[src/rtl/lrs_pkg.sv]
// Shared types, constants and small functions of the LED ring status frame generator.
// No dependencies; every other file of the block imports this package.
package lrs_pkg;

  // Ring geometry and sine table size.
  localparam int LED_COUNT       = 16;
  localparam int LED_CNT_W       = (LED_COUNT > 1) ? $clog2(LED_COUNT) : 1;
  localparam int LED_INDEX_W     = 4;
  localparam int SINE_TABLE_SIZE = 256;
  localparam int SINE_IDX_W      = $clog2(SINE_TABLE_SIZE);

  // Configuration port.
  localparam int CFG_IDX_W  = 3;
  localparam int CFG_DATA_W = 16;

  // Reset values of the configuration registers.
  localparam logic [7:0]  ACCENT_RED_RST   = 8'd0;
  localparam logic [7:0]  ACCENT_GREEN_RST = 8'd180;
  localparam logic [7:0]  ACCENT_BLUE_RST  = 8'd255;
  localparam logic [7:0]  FRAME_PERIOD_RST = 8'd20;
  localparam logic [15:0] VOLUME_HOLD_RST  = 16'd2000;
  localparam logic [7:0]  VOLUME_LEVEL_RST = 8'd50;

  // Lit gauge LEDs: floor(level * LED_COUNT / 100) through a 16-bit reciprocal.
  localparam int LIT_FRAC_W = 16;
  localparam int LIT_MUL    = (LED_COUNT * (1 << LIT_FRAC_W) + 99) / 100;
  localparam int LIT_W      = 8;
  localparam int LIT_PROD_W = 8 + LIT_FRAC_W + 1;

  // Breathing pattern: phase step per frame and channel scale factors (Q10).
  localparam logic [15:0] BREATH_STEP = 16'd313;
  localparam int SCALE_FRAC_W = 10;
  localparam int RED_MUL      = 410;   // 2/5
  localparam int BLUE_MUL     = 922;   // 9/10
  localparam int BR_W         = 7;
  localparam int SCALE_PROD_W = BR_W + 11;

  // Request codes of the input word.
  typedef enum logic [1:0] {
    REQ_TICK    = 2'd0,
    REQ_VOLUME  = 2'd1,
    REQ_MEETING = 2'd2
  } req_e;

  // Configuration register indexes.
  typedef enum logic [CFG_IDX_W-1:0] {
    CFG_DISPLAY_MODE = 3'd0,
    CFG_ACCENT_RED   = 3'd1,
    CFG_ACCENT_GREEN = 3'd2,
    CFG_ACCENT_BLUE  = 3'd3,
    CFG_FRAME_PERIOD = 3'd4,
    CFG_VOLUME_HOLD  = 3'd5
  } cfg_idx_e;

  typedef struct packed {
    logic [7:0] red;
    logic [7:0] green;
    logic [7:0] blue;
  } rgb_t;

  localparam rgb_t COL_GAUGE  = '{red: 8'd0,   green: 8'd200, blue: 8'd255};
  localparam rgb_t COL_OFF    = '{red: 8'd0,   green: 8'd0,   blue: 8'd0};
  localparam rgb_t COL_HAND   = '{red: 8'd255, green: 8'd200, blue: 8'd0};
  localparam rgb_t COL_MUTED  = '{red: 8'd255, green: 8'd0,   blue: 8'd0};
  localparam rgb_t COL_LIVE   = '{red: 8'd0,   green: 8'd255, blue: 8'd50};

  // One frame as handed from the state logic to the LED sweep.
  typedef struct packed {
    logic             gauge;
    logic [LIT_W-1:0] lit;
    rgb_t             color;
  } frame_desc_t;

  typedef struct packed {
    logic        valid;
    frame_desc_t desc;
  } frame_req_t;

  // floor(35*sin(2*pi*r/256)) for r = 0..64.
  localparam logic [5:0] QSINE [0:64] = '{
    6'd0,  6'd0,  6'd1,  6'd2,  6'd3,  6'd4,  6'd5,  6'd5,
    6'd6,  6'd7,  6'd8,  6'd9,  6'd10, 6'd10, 6'd11, 6'd12,
    6'd13, 6'd14, 6'd14, 6'd15, 6'd16, 6'd17, 6'd17, 6'd18,
    6'd19, 6'd20, 6'd20, 6'd21, 6'd22, 6'd22, 6'd23, 6'd24,
    6'd24, 6'd25, 6'd25, 6'd26, 6'd27, 6'd27, 6'd28, 6'd28,
    6'd29, 6'd29, 6'd30, 6'd30, 6'd30, 6'd31, 6'd31, 6'd31,
    6'd32, 6'd32, 6'd32, 6'd33, 6'd33, 6'd33, 6'd33, 6'd34,
    6'd34, 6'd34, 6'd34, 6'd34, 6'd34, 6'd34, 6'd34, 6'd34,
    6'd35
  };

  // Breathing brightness 45 + floor(35*sin) for a position of 256 per turn.
  function automatic logic [BR_W-1:0] breath_level(input logic [7:0] pos);
    logic [6:0] fwd;
    logic [6:0] rev;
    logic [BR_W-1:0] lvl;
    fwd = {1'b0, pos[5:0]};
    rev = 7'd64 - fwd;
    case (pos[7:6])
      2'd0: lvl = 7'd45 + 7'(QSINE[fwd]);
      2'd1: lvl = 7'd45 + 7'(QSINE[rev]);
      2'd2: lvl = (pos[5:0] == 6'd0) ? 7'd45 : 7'd44 - 7'(QSINE[fwd]);
      default: lvl = (pos[5:0] == 6'd0) ? 7'd10 : 7'd44 - 7'(QSINE[rev]);
    endcase
    return lvl;
  endfunction

endpackage

[src/rtl/lrs_in_if.sv]
// Input channel of the LED ring status frame generator: handshake and request word.
// Depends on lrs_pkg.
interface lrs_in_if import lrs_pkg::*; ();
  logic       valid;
  logic       ready;
  logic [1:0] req_type;
  logic [7:0] vol_percent;
  logic       meeting_flag;
  logic       is_muted;
  logic       hand_up;

  modport source (output valid, req_type, vol_percent, meeting_flag, is_muted, hand_up,
                  input ready);
  modport sink (input valid, req_type, vol_percent, meeting_flag, is_muted, hand_up,
                output ready);
endinterface

[src/rtl/lrs_out_if.sv]
// Result channel of the LED ring status frame generator: one LED color per word.
// Depends on lrs_pkg.
interface lrs_out_if import lrs_pkg::*; ();
  logic                   valid;
  logic                   ready;
  logic [LED_INDEX_W-1:0] led_index;
  logic [7:0]             red;
  logic [7:0]             green;
  logic [7:0]             blue;
  logic                   last_led;

  modport source (output valid, led_index, red, green, blue, last_led, input ready);
  modport sink (input valid, led_index, red, green, blue, last_led, output ready);
endinterface

[src/rtl/lrs_ctrl.sv]
// Configuration registers, status state and per-frame color choice.
// Depends on lrs_pkg and lrs_in_if; feeds a frame request to lrs_emit.
module lrs_ctrl import lrs_pkg::*; (
  input  logic                  clk,
  input  logic                  rst_n,
  lrs_in_if.sink                in_ch,
  input  logic                  frame_busy,
  output frame_req_t            frame_req,
  input  logic                  cfg_we,
  input  logic [CFG_IDX_W-1:0]  cfg_idx,
  input  logic [CFG_DATA_W-1:0] cfg_wdata
);

  // Configuration registers.
  logic        display_mode_r;
  logic [7:0]  accent_red_r;
  logic [7:0]  accent_green_r;
  logic [7:0]  accent_blue_r;
  logic [7:0]  frame_period_r;
  logic [15:0] volume_hold_r;

  // Status state and next values.
  logic [7:0]  tick_count_r, tick_count_nxt;
  logic [15:0] volume_remain_r, volume_remain_nxt;
  logic [7:0]  volume_level_r, volume_level_nxt;
  logic        meeting_on_r, meeting_on_nxt;
  logic        meeting_muted_r, meeting_muted_nxt;
  logic        meeting_hand_r, meeting_hand_nxt;
  logic [15:0] breath_phase_r, breath_phase_nxt;

  logic                    accept;
  logic [7:0]              tick_inc;
  logic [7:0]              period;
  logic [15:0]             remain_dec;
  logic [15:0]             phase_step;
  logic [SINE_IDX_W-1:0]   sine_k;
  logic [SINE_IDX_W+7:0]   sine_pos;
  logic [BR_W-1:0]         br;
  logic [SCALE_PROD_W-1:0] red_prod;
  logic [SCALE_PROD_W-1:0] blue_prod;
  logic [LIT_PROD_W-1:0]   lit_prod;
  frame_req_t              req_nxt;

  // A new word is taken whenever the LED sweep holds no pending frame.
  assign in_ch.ready = !frame_busy;
  assign accept      = in_ch.valid && !frame_busy;

  // Values of a tick, shared by the frame decision and the color choice.
  assign tick_inc   = tick_count_r + 8'd1;
  assign period     = (frame_period_r == 8'd0) ? 8'd1 : frame_period_r;
  assign remain_dec = (volume_remain_r != 16'd0) ? volume_remain_r - 16'd1 : 16'd0;
  assign phase_step = breath_phase_r + BREATH_STEP;
  // Table index from the top phase bits, rescaled to 256 positions per turn.
  assign sine_k     = phase_step[15 -: SINE_IDX_W];
  assign sine_pos   = {sine_k, 8'd0} >> SINE_IDX_W;
  assign br         = breath_level(sine_pos[7:0]);
  assign red_prod   = SCALE_PROD_W'(br) * SCALE_PROD_W'(RED_MUL);
  assign blue_prod  = SCALE_PROD_W'(br) * SCALE_PROD_W'(BLUE_MUL);
  assign lit_prod   = LIT_PROD_W'(volume_level_r) * LIT_PROD_W'(LIT_MUL);

  // Request decode and state update.
  always_comb begin
    tick_count_nxt    = tick_count_r;
    volume_remain_nxt = volume_remain_r;
    volume_level_nxt  = volume_level_r;
    meeting_on_nxt    = meeting_on_r;
    meeting_muted_nxt = meeting_muted_r;
    meeting_hand_nxt  = meeting_hand_r;
    breath_phase_nxt  = breath_phase_r;
    req_nxt           = '0;
    if (accept) begin
      case (req_e'(in_ch.req_type))
        REQ_VOLUME: begin
          volume_level_nxt  = in_ch.vol_percent;
          volume_remain_nxt = volume_hold_r;
        end
        REQ_MEETING: begin
          meeting_on_nxt    = in_ch.meeting_flag;
          meeting_muted_nxt = in_ch.is_muted;
          meeting_hand_nxt  = in_ch.hand_up;
        end
        REQ_TICK: begin
          volume_remain_nxt = remain_dec;
          tick_count_nxt    = tick_inc;
          if (tick_inc >= period) begin
            tick_count_nxt = 8'd0;
            req_nxt.valid  = 1'b1;
            // Highest priority first: gauge, meeting, accent, breathing.
            if (remain_dec != 16'd0) begin
              req_nxt.desc.gauge = 1'b1;
              req_nxt.desc.lit   = lit_prod[LIT_FRAC_W +: LIT_W];
              req_nxt.desc.color = COL_GAUGE;
            end else if (meeting_on_r) begin
              if (meeting_hand_r) begin
                req_nxt.desc.color = COL_HAND;
              end else if (meeting_muted_r) begin
                req_nxt.desc.color = COL_MUTED;
              end else begin
                req_nxt.desc.color = COL_LIVE;
              end
            end else if (display_mode_r) begin
              req_nxt.desc.color = '{red: accent_red_r, green: accent_green_r,
                                     blue: accent_blue_r};
            end else begin
              breath_phase_nxt         = phase_step;
              req_nxt.desc.color.red   = red_prod[SCALE_FRAC_W +: 8];
              req_nxt.desc.color.green = 8'd0;
              req_nxt.desc.color.blue  = blue_prod[SCALE_FRAC_W +: 8];
            end
          end
        end
        default: begin
        end
      endcase
    end
  end

  assign frame_req = req_nxt;

  // Configuration writes.
  always_ff @(posedge clk) begin
    if (!rst_n) begin
      display_mode_r <= 1'b0;
      accent_red_r   <= ACCENT_RED_RST;
      accent_green_r <= ACCENT_GREEN_RST;
      accent_blue_r  <= ACCENT_BLUE_RST;
      frame_period_r <= FRAME_PERIOD_RST;
      volume_hold_r  <= VOLUME_HOLD_RST;
    end else if (cfg_we) begin
      case (cfg_idx_e'(cfg_idx))
        CFG_DISPLAY_MODE: display_mode_r <= cfg_wdata[0];
        CFG_ACCENT_RED:   accent_red_r   <= cfg_wdata[7:0];
        CFG_ACCENT_GREEN: accent_green_r <= cfg_wdata[7:0];
        CFG_ACCENT_BLUE:  accent_blue_r  <= cfg_wdata[7:0];
        CFG_FRAME_PERIOD: frame_period_r <= cfg_wdata[7:0];
        CFG_VOLUME_HOLD:  volume_hold_r  <= cfg_wdata;
        default: begin
        end
      endcase
    end
  end

  // Status state.
  always_ff @(posedge clk) begin
    if (!rst_n) begin
      tick_count_r    <= 8'd0;
      volume_remain_r <= 16'd0;
      volume_level_r  <= VOLUME_LEVEL_RST;
      meeting_on_r    <= 1'b0;
      meeting_muted_r <= 1'b1;
      meeting_hand_r  <= 1'b0;
      breath_phase_r  <= 16'd0;
    end else begin
      tick_count_r    <= tick_count_nxt;
      volume_remain_r <= volume_remain_nxt;
      volume_level_r  <= volume_level_nxt;
      meeting_on_r    <= meeting_on_nxt;
      meeting_muted_r <= meeting_muted_nxt;
      meeting_hand_r  <= meeting_hand_nxt;
      breath_phase_r  <= breath_phase_nxt;
    end
  end

endmodule

[src/rtl/lrs_emit.sv]
// LED sweep: holds one frame and sends its colors one word per LED.
// Depends on lrs_pkg and lrs_out_if; takes frame requests from lrs_ctrl.
module lrs_emit import lrs_pkg::*; (
  input  logic       clk,
  input  logic       rst_n,
  input  frame_req_t frame_req,
  output logic       frame_busy,
  lrs_out_if.source  out_ch
);

  logic                 desc_valid_r, desc_valid_nxt;
  frame_desc_t          desc_r;
  logic [LED_CNT_W-1:0] led_cnt_r, led_cnt_nxt;
  logic                 out_valid_r, out_valid_nxt;
  logic [LED_CNT_W-1:0] out_led_r;
  rgb_t                 out_color_r;
  logic                 out_last_r;

  logic load;
  logic last;
  logic lit_on;
  rgb_t color;

  assign frame_busy = desc_valid_r;

  // Color of the LED at the sweep position.
  assign last   = (led_cnt_r == LED_CNT_W'(LED_COUNT - 1));
  assign lit_on = (LIT_W'(led_cnt_r) < desc_r.lit);
  always_comb begin
    if (desc_r.gauge) begin
      color = lit_on ? COL_GAUGE : COL_OFF;
    end else begin
      color = desc_r.color;
    end
  end

  // The output register takes the next LED when it is empty or being drained.
  assign load = desc_valid_r && (!out_valid_r || out_ch.ready);

  always_comb begin
    desc_valid_nxt = desc_valid_r;
    led_cnt_nxt    = led_cnt_r;
    if (load) begin
      if (last) begin
        desc_valid_nxt = 1'b0;
        led_cnt_nxt    = '0;
      end else begin
        led_cnt_nxt = led_cnt_r + LED_CNT_W'(1);
      end
    end
    if (frame_req.valid) begin
      desc_valid_nxt = 1'b1;
    end
    if (load) begin
      out_valid_nxt = 1'b1;
    end else if (out_ch.ready) begin
      out_valid_nxt = 1'b0;
    end else begin
      out_valid_nxt = out_valid_r;
    end
  end

  // Control registers.
  always_ff @(posedge clk) begin
    if (!rst_n) begin
      desc_valid_r <= 1'b0;
      led_cnt_r    <= '0;
      out_valid_r  <= 1'b0;
    end else begin
      desc_valid_r <= desc_valid_nxt;
      led_cnt_r    <= led_cnt_nxt;
      out_valid_r  <= out_valid_nxt;
    end
  end

  // Payload registers.
  always_ff @(posedge clk) begin
    if (frame_req.valid) begin
      desc_r <= frame_req.desc;
    end
    if (load) begin
      out_led_r   <= led_cnt_r;
      out_color_r <= color;
      out_last_r  <= last;
    end
  end

  assign out_ch.valid     = out_valid_r;
  assign out_ch.led_index = LED_INDEX_W'(out_led_r);
  assign out_ch.red       = out_color_r.red;
  assign out_ch.green     = out_color_r.green;
  assign out_ch.blue      = out_color_r.blue;
  assign out_ch.last_led  = out_last_r;

  // A new frame only arrives while no frame is held.
  a_req_when_free: assert property (@(posedge clk) disable iff (!rst_n)
    frame_req.valid |-> !desc_valid_r)
    else $error("frame request while a frame is still held");

  // The sweep position leaves zero only inside a held frame.
  a_cnt_in_frame: assert property (@(posedge clk) disable iff (!rst_n)
    (led_cnt_r != '0) |-> desc_valid_r)
    else $error("LED position moved without a frame");

  // The word sent for the final LED carries the last mark, and only it.
  a_last_mark: assert property (@(posedge clk) disable iff (!rst_n)
    load |=> (out_last_r == (out_led_r == LED_CNT_W'(LED_COUNT - 1))))
    else $error("last mark does not match the LED position");

endmodule

[src/rtl/led_ring_status_frame_generator_top.sv]
// Top level of the LED ring status frame generator.
// Depends on lrs_pkg, lrs_in_if, lrs_out_if, lrs_ctrl and lrs_emit.
//
// Each request word updates the status state as soon as it is taken;
// volume and meeting words and ticks that end no frame give no result. A tick
// that ends a frame latches the chosen color set into the LED sweep, which sends
// one word per LED (16 words, the last one marked) at one word per cycle while
// the result side takes them. The sweep holds one frame, so the next request word
// is taken in the cycle after the frame's last word has entered the output
// register: a frame tick holds the input while the sweep runs, and longer while
// the result side stalls a full output register; every other word leaves the
// input ready for the next word. Configuration writes take effect on
// the next clock edge and should be made while no frame is in flight.
module led_ring_status_frame_generator_top import lrs_pkg::*; (
  input  logic                  clk,
  input  logic                  rst_n,
  lrs_in_if.sink                in_ch,
  lrs_out_if.source             out_ch,
  input  logic                  cfg_we,
  input  logic [CFG_IDX_W-1:0]  cfg_idx,
  input  logic [CFG_DATA_W-1:0] cfg_wdata
);

  frame_req_t frame_req;
  logic       frame_busy;

  lrs_ctrl u_ctrl (
    .clk        (clk),
    .rst_n      (rst_n),
    .in_ch      (in_ch),
    .frame_busy (frame_busy),
    .frame_req  (frame_req),
    .cfg_we     (cfg_we),
    .cfg_idx    (cfg_idx),
    .cfg_wdata  (cfg_wdata)
  );

  lrs_emit u_emit (
    .clk        (clk),
    .rst_n      (rst_n),
    .frame_req  (frame_req),
    .frame_busy (frame_busy),
    .out_ch     (out_ch)
  );

endmodule
[src/flat_wrapper.sv]
// flat-port wrapper written by rule: the top's interface ports become plain ports
module led_ring_status_frame_generator_top_flat import lrs_pkg::*;
  (clk, rst_n, cfg_we, cfg_idx, cfg_wdata, in_ch_valid, in_ch_req_type, in_ch_vol_percent, in_ch_meeting_flag, in_ch_is_muted, in_ch_hand_up, in_ch_ready, out_ch_valid, out_ch_led_index, out_ch_red, out_ch_green, out_ch_blue, out_ch_last_led, out_ch_ready);
  lrs_in_if in_ch_i ();
  lrs_out_if out_ch_i ();
  input  logic clk;
  input  logic rst_n;
  input  logic cfg_we;
  input  logic [CFG_IDX_W-1:0] cfg_idx;
  input  logic [CFG_DATA_W-1:0] cfg_wdata;
  input wire logic [$bits(in_ch_i.valid)-1:0] in_ch_valid;
  input wire logic [$bits(in_ch_i.req_type)-1:0] in_ch_req_type;
  input wire logic [$bits(in_ch_i.vol_percent)-1:0] in_ch_vol_percent;
  input wire logic [$bits(in_ch_i.meeting_flag)-1:0] in_ch_meeting_flag;
  input wire logic [$bits(in_ch_i.is_muted)-1:0] in_ch_is_muted;
  input wire logic [$bits(in_ch_i.hand_up)-1:0] in_ch_hand_up;
  output wire logic [$bits(in_ch_i.ready)-1:0] in_ch_ready;
  output wire logic [$bits(out_ch_i.valid)-1:0] out_ch_valid;
  output wire logic [$bits(out_ch_i.led_index)-1:0] out_ch_led_index;
  output wire logic [$bits(out_ch_i.red)-1:0] out_ch_red;
  output wire logic [$bits(out_ch_i.green)-1:0] out_ch_green;
  output wire logic [$bits(out_ch_i.blue)-1:0] out_ch_blue;
  output wire logic [$bits(out_ch_i.last_led)-1:0] out_ch_last_led;
  input wire logic [$bits(out_ch_i.ready)-1:0] out_ch_ready;
  assign in_ch_i.valid = in_ch_valid;
  assign in_ch_i.req_type = in_ch_req_type;
  assign in_ch_i.vol_percent = in_ch_vol_percent;
  assign in_ch_i.meeting_flag = in_ch_meeting_flag;
  assign in_ch_i.is_muted = in_ch_is_muted;
  assign in_ch_i.hand_up = in_ch_hand_up;
  assign in_ch_ready = in_ch_i.ready;
  assign out_ch_valid = out_ch_i.valid;
  assign out_ch_led_index = out_ch_i.led_index;
  assign out_ch_red = out_ch_i.red;
  assign out_ch_green = out_ch_i.green;
  assign out_ch_blue = out_ch_i.blue;
  assign out_ch_last_led = out_ch_i.last_led;
  assign out_ch_i.ready = out_ch_ready;
  led_ring_status_frame_generator_top u_core (.clk(clk), .rst_n(rst_n), .in_ch(in_ch_i), .out_ch(out_ch_i), .cfg_we(cfg_we), .cfg_idx(cfg_idx), .cfg_wdata(cfg_wdata));
endmodule
[config.mk]
export PLATFORM = sky130hd
export DESIGN_NAME = led_ring_status_frame_generator_top_flat
export DESIGN_NICKNAME = d
export VERILOG_FILES = /design/src/rtl/lrs_pkg.sv /design/src/rtl/lrs_in_if.sv /design/src/rtl/lrs_out_if.sv /design/src/rtl/lrs_ctrl.sv /design/src/rtl/lrs_emit.sv /design/src/rtl/led_ring_status_frame_generator_top.sv /design/src/flat_wrapper.sv
export SDC_FILE = /design/constraint.sdc
export NUM_CORES = 1
export LEC_CHECK = 0
export ABC_AREA = 1
export BUFFER_PORTS_ARGS = -buffer_cell sky130_fd_sc_hd__buf_4
export CELL_PAD_IN_SITES_DETAIL_PLACEMENT = 1
export CELL_PAD_IN_SITES_GLOBAL_PLACEMENT = 1
export CORE_ASPECT_RATIO = 0.8
export CORE_MARGIN = 4
export CORE_UTILIZATION = 50
export CTS_BUF_LIST = sky130_fd_sc_hd__clkbuf_16
export DETAILED_ROUTE_END_ITERATION = 10
export PLACE_DENSITY = 0.89
export SETUP_SLACK_MARGIN = 0.3
export SLEW_MARGIN = 20
export SYNTH_ARGS = -nofsm -noshare
export SYNTH_HDL_FRONTEND = slang
export SYNTH_SLANG_ARGS = --single-unit
[constraint.sdc]
create_clock -name clk -period 12.3 [get_ports clk]
set_input_delay 1.23 -clock clk [delete_from_list [all_inputs] [get_ports clk]]
set_output_delay 1.23 -clock clk [all_outputs]
set_load 0.005 [all_outputs]
==> metrics.cfg <==
[drt]
drt-pass1-iter-count=5
antenna_left=0
avgRoutedWirePerCell_um=18.42
drtIter0Drc=770
viasPerCell=5.630
drc=0
wl_um=36480
routed-via-count=11148

[setup_path]
slowest_delay_ps=540
path_class=reg2reg
crit_required_ps=12470
crit_fanout=11
timing.rr.end=u_core.u_emit.desc_r[19]$_SDFFCE_PP0P_
arrival_ps=8000
end_kind=flip-flop
reg2reg_slack_ps=4470
cpMostUsedCell=nand2_1
reg2regPathDepth=41
start_kind=flip-flop
cp_slowest_cell=fa_1
r2r_start=u_core.u_ctrl.breath_phase_r[0]$_SDFFE_PN0P_

[synth]
synth_top_area_share_pct=17.40
ys_ff_latch=166
netlist_area_um2=12190
synth.most_common_cell=nand2_1
synth_top_cell_by_area=dfxtp_1
synth-main-ff-cell=dfxtp_1
yosysWarnings=0
syn_avg_cell_area_um2=7.636
synth_seq_area_share_pct=32.18
synth-edff-count=60
syn-instance-count=1597
syn_nets=1806
synth_cell_type_count=51
synth.top_cells.by_count=nand2_1, inv_1, nor2_1
async_flop_share_pct=0
synthTopCellsByArea=dfxtp_1, edfxtp_1, ha_1, nand2_1, inv_1

[global_route]
grtUsageMet2_pct=46.76
antenna_found_initial=0
grt_first_pass_wirelength_um=60400
grt_pass1_vias=11771
use_met3_pct=4.207
grt-busiest-layer=met2
grt_use_met1_pct=37.20
grt_max_degree=79
grt_overflow=0
grt_usage_pct=27.53

[finish]
finalNonFillerCells=1980
multi_input_area_um2=7172
nFillCells=3017
drive_above_1_share_pct=10.31
nets=1864
area_growth_pct=11.67
antenna_cells=0
final-seq-area_um2=3924
finish.utilization_pct=57.43
stdcell_area_um2=13620

[timing]
worst_slew_margin_rel_pct=34.83
period_needed_ps=7825
setup_tns_ps=0
fmax_mhz=127.8
setup_ws_ps=4475
worst_slew_pin_slew_ps=971.5
rsz0062_at_grt=no
skew_ps=13.05
setup_viol=0
period_share_pct=63.62
drv_slew=0
hold_viol=0

[placed_design]
routabilityCongestion=0.8854
hpwl_um=27750
place_inst=1948
post-place-ws_ps=4643
port_buffers=67
dpl_cell_area_um2=12980

[floorplanning]
core_area_um2=23710
start_util_pct=51.43
fp.dieW_um=182.6
num_rows=50
die_area_um2=26970
num_io_pins=68
die_h_um=147.7

[min_path]
whs_path_depth=2
hold_path_class=reg2reg
whs_endpoint=u_core.u_ctrl.volume_hold_r[6]$_SDFFE_PN1P_
hold_start=u_core.u_ctrl.volume_hold_r[6]$_SDFFE_PN1P_

[clock_network]
clockBufferDepth=2
insertion_delay_ps=440
cts_tree=built
cts_resized=0
cts_root_buf=clkbuf_16
cts_buffers=17
clock_sinks=166
cts_setup_buffers=0
hold_buffers=0
htreeDepth=4
clk_pin_slew_ps=70

[job]
maxCapViolCount=0

[power_and_ir_drop]
power_density_nw_per_um2=107.1
p_sw_share_pct=30.37
vdd_drop_max_uv=102.1
netSwitchingPower_mw=0.4430
power_frac_clock_pct=40.0
intPower_mw=1.016
leakagePower_nw=6.656
p_comb_share_pct=19.6
power_frac_seq_pct=40.4

[status]
status=complete, no violations

==> worst max path at each step <==
stage                                                   endpoint  cells after the start                                    startpoint
after floorplan            u_core.u_emit.desc_r[6]$_SDFFCE_PN0P_                     37  u_core.u_ctrl.breath_phase_r[0]$_SDFFE_PN0P_
final                     u_core.u_emit.desc_r[19]$_SDFFCE_PP0P_                     41  u_core.u_ctrl.breath_phase_r[0]$_SDFFE_PN0P_
after CTS                 u_core.u_emit.desc_r[19]$_SDFFCE_PP0P_                     41  u_core.u_ctrl.breath_phase_r[0]$_SDFFE_PN0P_
after global placement     u_core.u_emit.desc_r[6]$_SDFFCE_PN0P_                     36  u_core.u_ctrl.breath_phase_r[0]$_SDFFE_PN0P_
after global routing       u_core.u_emit.desc_r[4]$_SDFFCE_PN0P_                     44  u_core.u_ctrl.breath_phase_r[0]$_SDFFE_PN0P_
after detailed placement  u_core.u_emit.desc_r[19]$_SDFFCE_PP0P_                     41  u_core.u_ctrl.breath_phase_r[0]$_SDFFE_PN0P_
==> cell type report <==
cell class	count	area share [%]
multi-input combinational	1143	52.67
sequential	166	28.82
inverter	255	7.029
timing repair buffer	72	3.969
clock buffer	17	3.124
tap	312	2.867
clock inverter	15	1.525
==> metal layers <==
| metal | wire [um] | vias to the layer above |
|---|---|---|
| met5 | 0 | - |
| met4 | 585 | 0 |
| met3 | 1395 | 50 |
| met2 | 17830 | 240 |
| met1 | 16670 | 5476 |
| li1 | - | 5382 |
==> power groups by stage <==
| stage | sequential [mW] | clock, mW | combinational, mW |
|---|---|---|---|
| global placement | 0.600 | 0 | 0.254 |
| CTS | 0.589 | 0.592 | 0.285 |
| floorplan | 0.597 | 0 | 0.194 |
| global route | 0.590 | 0.616 | 0.328 |
| finish | 0.589 | 0.584 | 0.286 |
| detailed placement | 0.601 | 0 | 0.279 |
==> per-stage QoR <==
| stage | hold slack, ps | total power [mW] |
|---|---|---|
| global placement | 435.4 | 0.8536 |
| CTS | 456.8 | 1.466 |
| global route | 485.9 | 1.535 |
| finish | 454.9 | 1.459 |
| detailed placement | 439.4 | 0.8805 |
| floorplan | 423.6 | 0.7908 |
==> worst max-delay path, delay by kind of cell (launching register included) <==
kind,cells,cell delay [ps]
DFF,1,420
buffers and inverters,7,720
and+or+nand+nor,18,2210
xor gates and xnor gates,1,160
AOI/OAI and AO/OA,7,1140
adders and majority gates,8,2920
==> cells by family (layout without fill, tap and decap cells) <==
group | Yosys count | after routing | share of synthesized area [%]
fa+ha+maj | 172 | 172 | 19.86
simple gates | 624 | 624 | 22.75
buf+inv | 288 | 359 | 9.009
xor+xnor | 26 | 26 | 2.021
flops | 166 | 166 | 32.18
compound gates | 321 | 321 | 14.18
==> state kept, by name (all words and copies together), names as in the netlist <==
name                            cells
u_core.u_ctrl.display_mode_r        1
u_core.u_emit.out_ch.blue           8
u_core.u_emit.out_ch.led_index      4
u_core.u_ctrl.meeting_on_r          1
u_core.u_emit.frame_busy            1
u_core.u_ctrl.accent_red_r          8
u_core.u_ctrl.frame_period_r        8
u_core.u_ctrl.volume_remain_r      16
u_core.u_ctrl.breath_phase_r       16
u_core.u_ctrl.meeting_hand_r        1
u_core.u_ctrl.tick_count_r          8
u_core.u_emit.desc_r               31
u_core.u_ctrl.volume_level_r        8
u_core.u_ctrl.volume_hold_r        16
u_core.u_emit.out_ch.last_led       1
u_core.u_ctrl.accent_green_r        8
u_core.u_ctrl.meeting_muted_r       1
u_core.u_ctrl.accent_blue_r         8
u_core.u_emit.out_ch.green          8
u_core.u_emit.out_ch.red            8
u_core.u_emit.led_cnt_r             4
u_core.u_emit.out_ch.valid          1
==> cells in the final DEF, fill, tap and decap left out, types with 3 or more instances in the layout <==
| cell type | Yosys | layout |
|---|---|---|
| nor4_1 | 3 | 3 |
| dfxtp_1 | 106 | 106 |
| nand2_1 | 269 | 269 |
| xor2_1 | 17 | 17 |
| inv_6 | 0 | 4 |
| or2_1 | 4 | 4 |
| nor3b_1 | 3 | 3 |
| clkinv_1 | 4 | 4 |
| a21boi_0 | 3 | 3 |
| a211oi_1 | 3 | 3 |
| clkbuf_16 | 0 | 17 |
| nand3_2 | 7 | 7 |
| ha_1 | 136 | 136 |
| nand4_1 | 16 | 16 |
| nor2_1 | 159 | 159 |
| bufinv_16 | 0 | 3 |
| nand2_4 | 4 | 4 |
| inv_1 | 238 | 238 |
| o21ai_1 | 13 | 13 |
| nor2_4 | 4 | 4 |
| edfxtp_1 | 60 | 60 |
| inv_8 | 0 | 5 |
| o21ai_0 | 125 | 125 |
| xnor2_1 | 8 | 8 |
| o21bai_1 | 7 | 7 |
| buf_4 | 4 | 72 |
| nand3_1 | 95 | 95 |
| inv_2 | 13 | 13 |
| a21oi_1 | 133 | 133 |
| nand2_2 | 19 | 19 |
| a31oi_1 | 9 | 9 |
| or2_2 | 11 | 11 |
| o211ai_1 | 9 | 9 |
| nor2_2 | 6 | 6 |
| clkinv_4 | 0 | 3 |
| a21o_1 | 5 | 5 |
| nor3_1 | 17 | 17 |
| fa_1 | 36 | 36 |
| nand3b_1 | 3 | 3 |
(Power assumes the default switching activity.)
